--- src/tcw_pkg.sv ---
package tcw_pkg;

  localparam int DefColumns = 80;
  localparam int DefRows    = 25;

  localparam logic       CmdPut        = 1'b0;
  localparam logic       CmdRead       = 1'b1;
  localparam logic [7:0] CharNewline   = 8'h0A;
  localparam logic [7:0] CharBackspace = 8'h08;
  localparam logic [7:0] CharSpace     = 8'h20;
  localparam logic [7:0] ResetAttr     = 8'h07;
  localparam logic [15:0] ResetCell    = {ResetAttr, CharSpace};

  typedef struct packed {
    logic        command;
    logic [7:0]  char_code;
    logic [10:0] cell_index;
  } in_item_t;

  typedef struct packed {
    logic [6:0]  cursor_col;
    logic [4:0]  cursor_row;
    logic [10:0] cursor_offset;
    logic [15:0] cell_value;
    logic        scrolled;
  } out_item_t;

endpackage

--- src/tcw_seq.sv ---
module tcw_seq import tcw_pkg::*; #(
  parameter int Columns = DefColumns,
  parameter int Rows    = DefRows,
  localparam int AddrW  = $clog2(Columns * Rows)
) (
  input  logic             clk_i,
  input  logic             rst_ni,
  input  logic             in_valid_i,
  output logic             in_stall_o,
  input  in_item_t         in_data_i,
  input  logic [7:0]       attr_i,
  output logic             res_valid_o,
  output out_item_t        res_o,
  input  logic             res_ready_i,
  output logic             mem_we_o,
  output logic [AddrW-1:0] mem_waddr_o,
  output logic [15:0]      mem_wdata_o,
  output logic [AddrW-1:0] mem_raddr_o,
  input  logic [15:0]      mem_rdata_i
);

  localparam int CellCount = Columns * Rows;
  localparam int CopyN     = (Rows - 1) * Columns;

  typedef enum logic [2:0] {StClear, StIdle, StRead, StScroll, StBlank, StPush} state_e;

  state_e           state_q;
  logic [AddrW-1:0] cnt_q;
  logic [6:0]       col_q;
  logic [4:0]       row_q;
  logic [10:0]      off_q;
  logic             in_range_q;
  logic             wr_pend_q;
  logic [AddrW-1:0] wr_addr_q;
  out_item_t        res_q;

  logic        accept;
  logic        is_put;
  logic [7:0]  ch;
  logic [5:0]  row_ext;
  logic [6:0]  col_n;
  logic [5:0]  row_n;
  logic [4:0]  row_fin;
  logic        need_scroll;
  logic        cell_we;
  logic [15:0] cell_data;
  logic [5:0]  cell_row;
  logic [6:0]  cell_col;
  logic [15:0] cell_idx;
  logic [15:0] fin_idx;

  assign in_stall_o = (state_q != StIdle);
  assign accept     = in_valid_i && !in_stall_o;
  assign is_put     = (in_data_i.command == CmdPut);
  assign ch         = in_data_i.char_code;
  assign row_ext    = {1'b0, row_q};

  always_comb begin
    col_n     = col_q;
    row_n     = row_ext;
    cell_we   = 1'b0;
    cell_data = {attr_i, ch};
    cell_row  = row_ext;
    cell_col  = col_q;
    if (ch == CharNewline) begin
      col_n = '0;
      row_n = row_ext + 6'd1;
    end else if (ch == CharBackspace) begin
      if (col_q != '0) begin
        col_n = col_q - 7'd1;
      end else if (row_q != '0) begin
        row_n = row_ext - 6'd1;
        col_n = 7'(Columns - 1);
      end
      cell_we   = 1'b1;
      cell_data = {attr_i, CharSpace};
      cell_row  = row_n;
      cell_col  = col_n;
    end else begin
      cell_we = 1'b1;
      if (int'(col_q) + 1 >= Columns) begin
        col_n = '0;
        row_n = row_ext + 6'd1;
      end else begin
        col_n = col_q + 7'd1;
      end
    end
  end

  assign need_scroll = (int'(row_n) >= Rows);
  assign row_fin     = need_scroll ? 5'(Rows - 1) : row_n[4:0];
  assign cell_idx    = 16'(cell_row) * 16'(Columns) + 16'(cell_col);
  assign fin_idx     = 16'(row_fin) * 16'(Columns) + 16'(col_n);

  // read port: scroll source row or the requested cell
  assign mem_raddr_o = (state_q == StScroll) ? cnt_q + AddrW'(Columns)
                                             : AddrW'(in_data_i.cell_index);

  always_comb begin
    mem_we_o    = 1'b0;
    mem_waddr_o = cnt_q;
    mem_wdata_o = {attr_i, CharSpace};
    if (wr_pend_q) begin
      mem_we_o    = 1'b1;
      mem_waddr_o = wr_addr_q;
      mem_wdata_o = mem_rdata_i;
    end else begin
      unique case (state_q)
        StClear: begin
          mem_we_o    = 1'b1;
          mem_wdata_o = ResetCell;
        end
        StIdle: begin
          mem_we_o    = accept && is_put && cell_we;
          mem_waddr_o = cell_idx[AddrW-1:0];
          mem_wdata_o = cell_data;
        end
        StBlank: begin
          mem_we_o = 1'b1;
        end
        default: begin
          mem_we_o = 1'b0;
        end
      endcase
    end
  end

  always_ff @(posedge clk_i or negedge rst_ni) begin
    if (!rst_ni) begin
      state_q    <= StClear;
      cnt_q      <= '0;
      col_q      <= '0;
      row_q      <= '0;
      off_q      <= '0;
      in_range_q <= 1'b0;
      wr_pend_q  <= 1'b0;
      wr_addr_q  <= '0;
      res_q      <= '0;
    end else begin
      wr_pend_q <= 1'b0;
      unique case (state_q)
        StClear: begin
          if (int'(cnt_q) == CellCount - 1) begin
            state_q <= StIdle;
          end else begin
            cnt_q <= cnt_q + AddrW'(1);
          end
        end
        StIdle: begin
          if (accept) begin
            if (is_put) begin
              col_q                <= col_n;
              row_q                <= row_fin;
              off_q                <= fin_idx[10:0];
              res_q.cursor_col     <= col_n;
              res_q.cursor_row     <= row_fin;
              res_q.cursor_offset  <= fin_idx[10:0];
              res_q.cell_value     <= '0;
              res_q.scrolled       <= need_scroll;
              cnt_q                <= '0;
              state_q              <= need_scroll ? StScroll : StPush;
            end else begin
              in_range_q <= (int'(in_data_i.cell_index) < CellCount);
              state_q    <= StRead;
            end
          end
        end
        StRead: begin
          res_q.cursor_col    <= col_q;
          res_q.cursor_row    <= row_q;
          res_q.cursor_offset <= off_q;
          res_q.cell_value    <= in_range_q ? mem_rdata_i : 16'h0000;
          res_q.scrolled      <= 1'b0;
          state_q             <= StPush;
        end
        StScroll: begin
          wr_pend_q <= 1'b1;
          wr_addr_q <= cnt_q;
          if (int'(cnt_q) == CopyN - 1) begin
            cnt_q   <= AddrW'(CopyN);
            state_q <= StBlank;
          end else begin
            cnt_q <= cnt_q + AddrW'(1);
          end
        end
        StBlank: begin
          if (!wr_pend_q) begin
            if (int'(cnt_q) == CellCount - 1) begin
              state_q <= StPush;
            end else begin
              cnt_q <= cnt_q + AddrW'(1);
            end
          end
        end
        StPush: begin
          if (res_ready_i) begin
            state_q <= StIdle;
          end
        end
        default: begin
          state_q <= StIdle;
        end
      endcase
    end
  end

  assign res_valid_o = (state_q == StPush);
  assign res_o       = res_q;

`ifndef ASSERT_OFF
  assert property (@(posedge clk_i) disable iff (!rst_ni)
    int'(row_q) < Rows && int'(col_q) < Columns)
    else $error("cursor out of screen");
  assert property (@(posedge clk_i) disable iff (!rst_ni)
    wr_pend_q |-> (state_q == StScroll || state_q == StBlank))
    else $error("copy write outside scroll");
  assert property (@(posedge clk_i) disable iff (!rst_ni)
    state_q == StScroll |-> int'(cnt_q) < CopyN)
    else $error("scroll counter overrun");
  assert property (@(posedge clk_i) disable iff (!rst_ni)
    (state_q == StPush && !res_ready_i) |=> (state_q == StPush && $stable(res_q)))
    else $error("pending result lost");
  assert property (@(posedge clk_i) disable iff (!rst_ni)
    (accept && is_put && need_scroll) |=> state_q == StScroll)
    else $error("scroll not started");
`endif

endmodule

--- config.mk ---
export PLATFORM = sky130hd
export DESIGN_NAME = tcw_seq
export DESIGN_NICKNAME = d
export VERILOG_FILES = /design/src/tcw_pkg.sv /design/src/tcw_seq.sv
export SDC_FILE = /design/constraint.sdc
export NUM_CORES = 1
export LEC_CHECK = 0
export BUFFER_PORTS_ARGS = -buffer_cell sky130_fd_sc_hd__buf_2
export CORE_MARGIN = 2
export CORE_UTILIZATION = 27
export DETAILED_ROUTE_END_ITERATION = 7
export HOLD_SLACK_MARGIN = 0.15
export REMOVE_ABC_BUFFERS = 1
export SYNTH_ARGS = -nofsm -noshare
export SYNTH_HDL_FRONTEND = slang
export SYNTH_SLANG_ARGS = --single-unit
--- constraint.sdc ---
create_clock -name clk_i -period 12.31 [get_ports clk_i]
set_clock_uncertainty 0.15 [all_clocks]
set_input_delay 0.6155 -clock clk_i [delete_from_list [all_inputs] [get_ports clk_i]]
set_output_delay 0.6155 -clock clk_i [all_outputs]
set_load 0.005 [all_outputs]
## Yosys cells after proc, flatten, opt, wreduce, memory -nomap -nowiden

Cells that the tools add are included.

| operators by class | value |
|---|---|
| add/sub/neg operators | 9 |
| multiply operators | 2 |
| order comparisons | 3 |
| eq/ne operators | 17 |
| multiplexer cells | 45 |
| bitwise logic cells | 1 |
| reduce and logical (&&, ||, !) cells | 15 |

Operators with widths:

| cell | number |
|---|---|
| $mux 11 | 8 |
| $mux 40 | 2 |
| $pmux 40 s2 | 1 |
| $mux 7 | 7 |
| $pmux 11 s4 | 1 |
| $mux 6 | 7 |
| $mux 16 | 2 |
| $pmux 16 s2 | 1 |
| $mux 3 | 8 |
| $add 11x7->11 | 2 |
| $pmux 3 s6 | 1 |
| $eq 8x4->1 const B | 2 |
| $mux 8 | 2 |
| $add 11x1->11 const B | 1 |
| $add 11x7->11 const B | 1 |
| $eq 11x7->1 const B | 1 |
| $eq 11x9->1 const B | 1 |
| $lt 11x11->1 const B | 1 |
| $ne 2x2->1 const B | 5 |
| $reduce_and 3->1 | 3 |
| $add 7x1->8 const B | 1 |
| $ge 8x7->1 const B | 1 |
| $add 7x1->7 const B | 1 |
| $mul 5x3->7 const B | 1 |
| other kinds (24) | 31 |

| word-level totals | value |
|---|---|
| register bits | 90 |
| input bits | 48 |
| output and inout port bits | 81 |
| logic and storage cells | 105 |

## Logic depth before layout (Yosys ltp)

| logic depth | value |
|---|---|
| word-level depth | 12 |
| mapped depth | 19 |
| gate-level depth less buffers | 19 |

## Worst setup path before layout

No wires, ideal clock.

| timing path | value |
|---|---|
| path kind | input to output |
| from | input in_data_i[15] in the netlist's numbering |
| to | output mem_waddr_o[10] |
| arrival time | 3818 ps |
| data required time | 11545 ps |
| setup slack | 7726 ps |
| stages on the path | 16 |
| buffers on the path | 1 |
| cells stage by stage | nor4_1 > and2_1 > clkbuf_1 > nand2_1 > o21ai_0 > ha_1 > ha_1 > fa_1 > xor2_1 > nand4_1 > xnor2_1 > xnor2_1 > xnor2_1 > nor2_1 > a21oi_1 > o21ai_1 |

| between the ends | value |
|---|---|
| longest elaborated chain between the ends | 7 |

Ends and longest elaborated chain:

| element | RTL line | source |
|---|---|---|
| from (decl) | tcw_seq.sv:10 | `input in_item_t in_data_i,` |
| $eq 8x4->1 | tcw_seq.sv:68 | `end else if (ch == CharBackspace) begin` |
| $mux 6 | tcw_seq.sv:68 |  |
| $mux 6 | tcw_seq.sv:65 | `if (ch == CharNewline) begin` |
| $mul 6x3->7 | tcw_seq.sv:92 | `assign cell_idx = 16'(cell_row) * 16'(Columns) + 16'(cell_col);` |
| $add 11x7->11 (*) | tcw_seq.sv:92 |  |
| $mux 11 (*) | tcw_seq.sv:108 | `unique case (state_q)` |
| $mux 11 (*) | tcw_seq.sv:103 | `if (wr_pend_q) begin` |
| to (decl) | tcw_seq.sv:16 | `output logic [AddrW-1:0] mem_waddr_o,` |

Every way passes the cells marked *; elsewhere a longest branch is shown, timed or not.

## Final worst setup path

| timing path | value |
|---|---|
| from | register row_q[0] |
| to | output mem_waddr_o[10] |

| between the ends | value |
|---|---|
| longest elaborated chain between the ends | 9 |

Ends and longest elaborated chain:

| element | RTL line | source |
|---|---|---|
| from (decl) | tcw_seq.sv:30 | `logic [4:0] row_q;` |
| from (signal assigned) | tcw_seq.sv:153 | `row_q <= row_fin;` |
| $sub 5x1->6 or $reduce_bool 5->1 (tied branches) | tcw_seq.sv:72, tcw_seq.sv:71 |  |
| $mux 6 | tcw_seq.sv:71 | `end else if (row_q != '0) begin` |
| $mux 6 | tcw_seq.sv:69 | `if (col_q != '0) begin` |
| $mux 6 | tcw_seq.sv:68 |  |
| $mux 6 | tcw_seq.sv:65 |  |
| $mul 6x3->7 | tcw_seq.sv:92 |  |
| $add 11x7->11 (*) | tcw_seq.sv:92 |  |
| $mux 11 (*) | tcw_seq.sv:108 |  |
| $mux 11 (*) | tcw_seq.sv:103 |  |

Marks and branches as above.

==> results.json <==
{
  "gr-total-overflow": 0,
  "power_mw": 0.583,
  "slew_violations": 0,
  "ys_seq_area_frac": 0.360,
  "io_buffers": 128,
  "relSlewSlack": 0.379,
  "clk_latency_ns": 0.35,
  "end_kind": "output pin",
  "die_h_um": 149,
  "synth_top_area_share": 0.360,
  "grt_max_degree": 51,
  "startpoint_type": "register",
  "hold_path.class": "reg -> reg",
  "path_class": "reg -> out",
  "synth_warnings": 0,
  "h-tree-depth": 3,
  "fmax_mhz": 182,
  "cts_tree": "done",
  "grt_pass1_vias": 5112,
  "placed_cell_area_sq_um": 6540,
  "tightest_slew_ns": 0.931,
  "cts_setup_buffers": 0,
  "wl_per_cell_um": 15.5,
  "cts_num_sinks": 82,
  "ctsHoldBuffers": 1,
  "cts_buffer_depth": 2,
  "grtUsageTotal": 0.153,
  "vias": 5487,
  "critical_path_arrival_ns": 4.72,
  "initialDrtViolationCount": 369,
  "critPathMaxFanout": 6,
  "ys_types": 65,
  "outcome": "finished, final reports clean",
  "core_sq_um": 20900,
  "nets": 903,
  "timing.hold.ws_ns": 0.325,
  "dieArea_sq_um": 22300,
  "crit_buf_inv": 2,
  "grt_first_pass_wirelength_um": 27000,
  "first_pass_iters": 5,
  "route.detailed.drc": 0,
  "final_area_sq_um": 6850,
  "ctsResizeCount": 0,
  "synth_flop_cell": "dfrtp_1",
  "maxCapViolations": 0,
  "clkSlewWorstSetupHoldPaths_ns": 0.07,
  "critical-path-top-delay-family": "simple AND/OR/NAND/NOR gates",
  "ant_nets": 0,
  "p_per_area_nw_per_um2": 85.0,
  "syn-instance-count": 726,
  "start_util": 0.273,
  "io_pins": 129,
  "wirelength_um": 17100,
  "hold_viol": 0,
  "vias_per_cell": 4.97,
  "max_stage_delay_ns": 0.73,
  "ys_ff_latch": 82,
  "critPathSlowestCell": "nor4b_1",
  "rsz0062_at_grt": "false",
  "yosys-top-cells-count": "nand2_1 (137), dfrtp_1 (82), o21ai_0 (78), nor2_1 (76), a21oi_1 (49)",
  "cts_buffers": 9,
  "yosysTopAreaCell": "dfrtp_1",
  "syn_to_final_growth_pct": 20.3,
  "place_congestion": 0.836,
  "synth_area_per_cell_sq_um": 7.85,
  "cp.required_ns": 11.54,
  "place_hpwl_um": 12300,
  "netlist_top_cells_area": "dfrtp_1 (36%), nand2_1 (9.0%), o21ai_0 (6.9%)",
  "setup_violations": 0,
  "cts_root_buffer": "clkbuf_16",
  "antenna_found_initial": 0,
  "die_x_um": 149,
  "num_rows": 53,
  "drive_gt1_frac": 0.200,
  "synthArstFlopShare": 1.00,
  "num_antenna_cells": 0,
  "yosys.cell_count.top_type": "nand2_1",
  "path_cells": "inv_1 > ha_1 > nor4b_1 > nor3_4 > nand2_1 > nand2_1 > o21ai_0 > ha_1 > ha_1 > fa_1 > xor2_1 > nand4_1 > xnor2_1 > xnor2_1 > xnor2_1 > nor2_1 > a21oi_1 > o21ai_1 > buf_2",
  "ir_drop_v": 0.0000576,
  "leakagePower_nw": 3.38,
  "synth_edf_count": 0,
  "setup-tns-final_ns": 0,
  "finalCritPeriodShare": 0.446,
  "synth_area_sq_um": 5700,
  "fin_crit_ns": 5.49,
  "n_fill_cell": 2271
}
power by group:
group / leakage (nW) / switching, mW / internal [mW]
clock: 0.141 / 0.119 / 0.163
sequential: 1.08 / 0.00126 / 0.271
combinational: 2.16 / 0.0159 / 0.0128
total: 3.38 / 0.136 / 0.447
layer usage:
| metal | part of all wire | wire length (um) | GRT usage | vias to the layer above |
|---|---|---|---|---|
| li1 | - | - | - | 2727 |
| met1 | 0.46 | 7960 | 0.210 | 2608 |
| met2 | 0.48 | 8180 | 0.248 | 132 |
| met3 | 0.045 | 765 | 0.0266 | 20 |
| met4 | 0.013 | 228 | 0.0438 | 0 |
| met5 | 0 | 0 | 0 | - |
flip-flops by register name, indices dropped and copies added, names as in the netlist:
name / cells
state_q: 3
row_q: 5
wr_pend_q: 1
in_range_q: 1
cnt_q: 11
wr_addr_q: 11
res_o: 36
off_q: 7
col_q: 7
kinds of logic (layout without fill, tap and decap cells):
group	after synthesis	in the layout	synth area share
simple gates	289	289	0.224
xor+xnor	27	27	0.0415
buf+inv	76	179	0.0553
flops	82	82	0.360
mux	9	9	0.0165
compound gates	212	212	0.229
fa+ha+maj	31	31	0.0734
stage by stage:
step | worst slack [ns] | utilization | std cells
finish | 6.82 | 0.328 | 1104
global route | 6.32 | 0.328 | 1104
CTS | 6.81 | 0.328 | 1104
detailed placement | 6.60 | 0.313 | 1087
global placement | 6.88 | 0.313 | 1087
floorplan | 7.72 | - | 677
worst paths after layout:
kind,startpoint,end,slack (ns),cells past startpoint
max,row_q[0],mem_waddr_o[10],6.82,19
min in group asynchronous,rst_ni,res_o[24],0.61,2
max in group asynchronous,rst_ni,cnt_q[10],10.34,3
min,res_o[0],res_o[0],0.33,2
min reg2reg,res_o[0],res_o[0],0.33,2
max reg2reg,row_q[0],off_q[10],6.99,16
worst register-to-register path, cell delays in order (launching register included):
cell	delay, ns
dfrtp_1	0.48
inv_1	0.16
ha_1	0.25
nor4b_1	0.73
nor2_1	0.12
mux2i_1	0.19
nand2_1	0.08
and4_1	0.27
a211oi_1	0.70
ha_1	0.36
ha_1	0.23
fa_1	0.46
nand3b_1	0.19
a2111oi_0	0.44
a221oi_1	0.12
xnor2_1	0.19
o21ai_0	0.10
cell usage in the layout, fill, tap and decap left out, types with 3 or more instances in the layout:
cell type,Yosys,final
a31oi_1,6,6
xnor2_1,14,14
o21ai_1,10,10
dfrtp_1,82,82
nand2b_1,5,5
and2_1,5,5
o211ai_1,3,3
a21o_1,5,5
fa_1,4,4
nand3_1,14,14
or2_1,3,3
nand4_1,7,7
clkinvlp_4,0,3
ha_1,27,27
a21oi_1,49,49
clkbuf_16,0,9
mux2i_1,6,6
nand2_1,137,137
a211oi_1,7,7
nor2_1,76,75
or3_1,4,4
o21ai_0,78,78
nor3_1,12,11
xor2_1,13,13
buf_2,0,127
and3_1,8,8
mux2_2,3,3
inv_1,25,25
a22o_1,23,23
buf_4,4,8
nor4_1,3,3
o22ai_1,4,3
layout make-up:
| type | instances | area (sq um) | share of cell area |
|---|---|---|---|
| repair buffers | 136 | 706 | 0.103 |
| well taps | 275 | 344 | 0.0502 |
| inverters | 27 | 101 | 0.0148 |
| multi-input cells | 568 | 3340 | 0.488 |
| flip-flops and latches | 82 | 2050 | 0.299 |
| clock buffers | 10 | 239 | 0.0349 |
| clock inverters | 6 | 66.3 | 0.00968 |
Power figures use the tool's default switching activity.
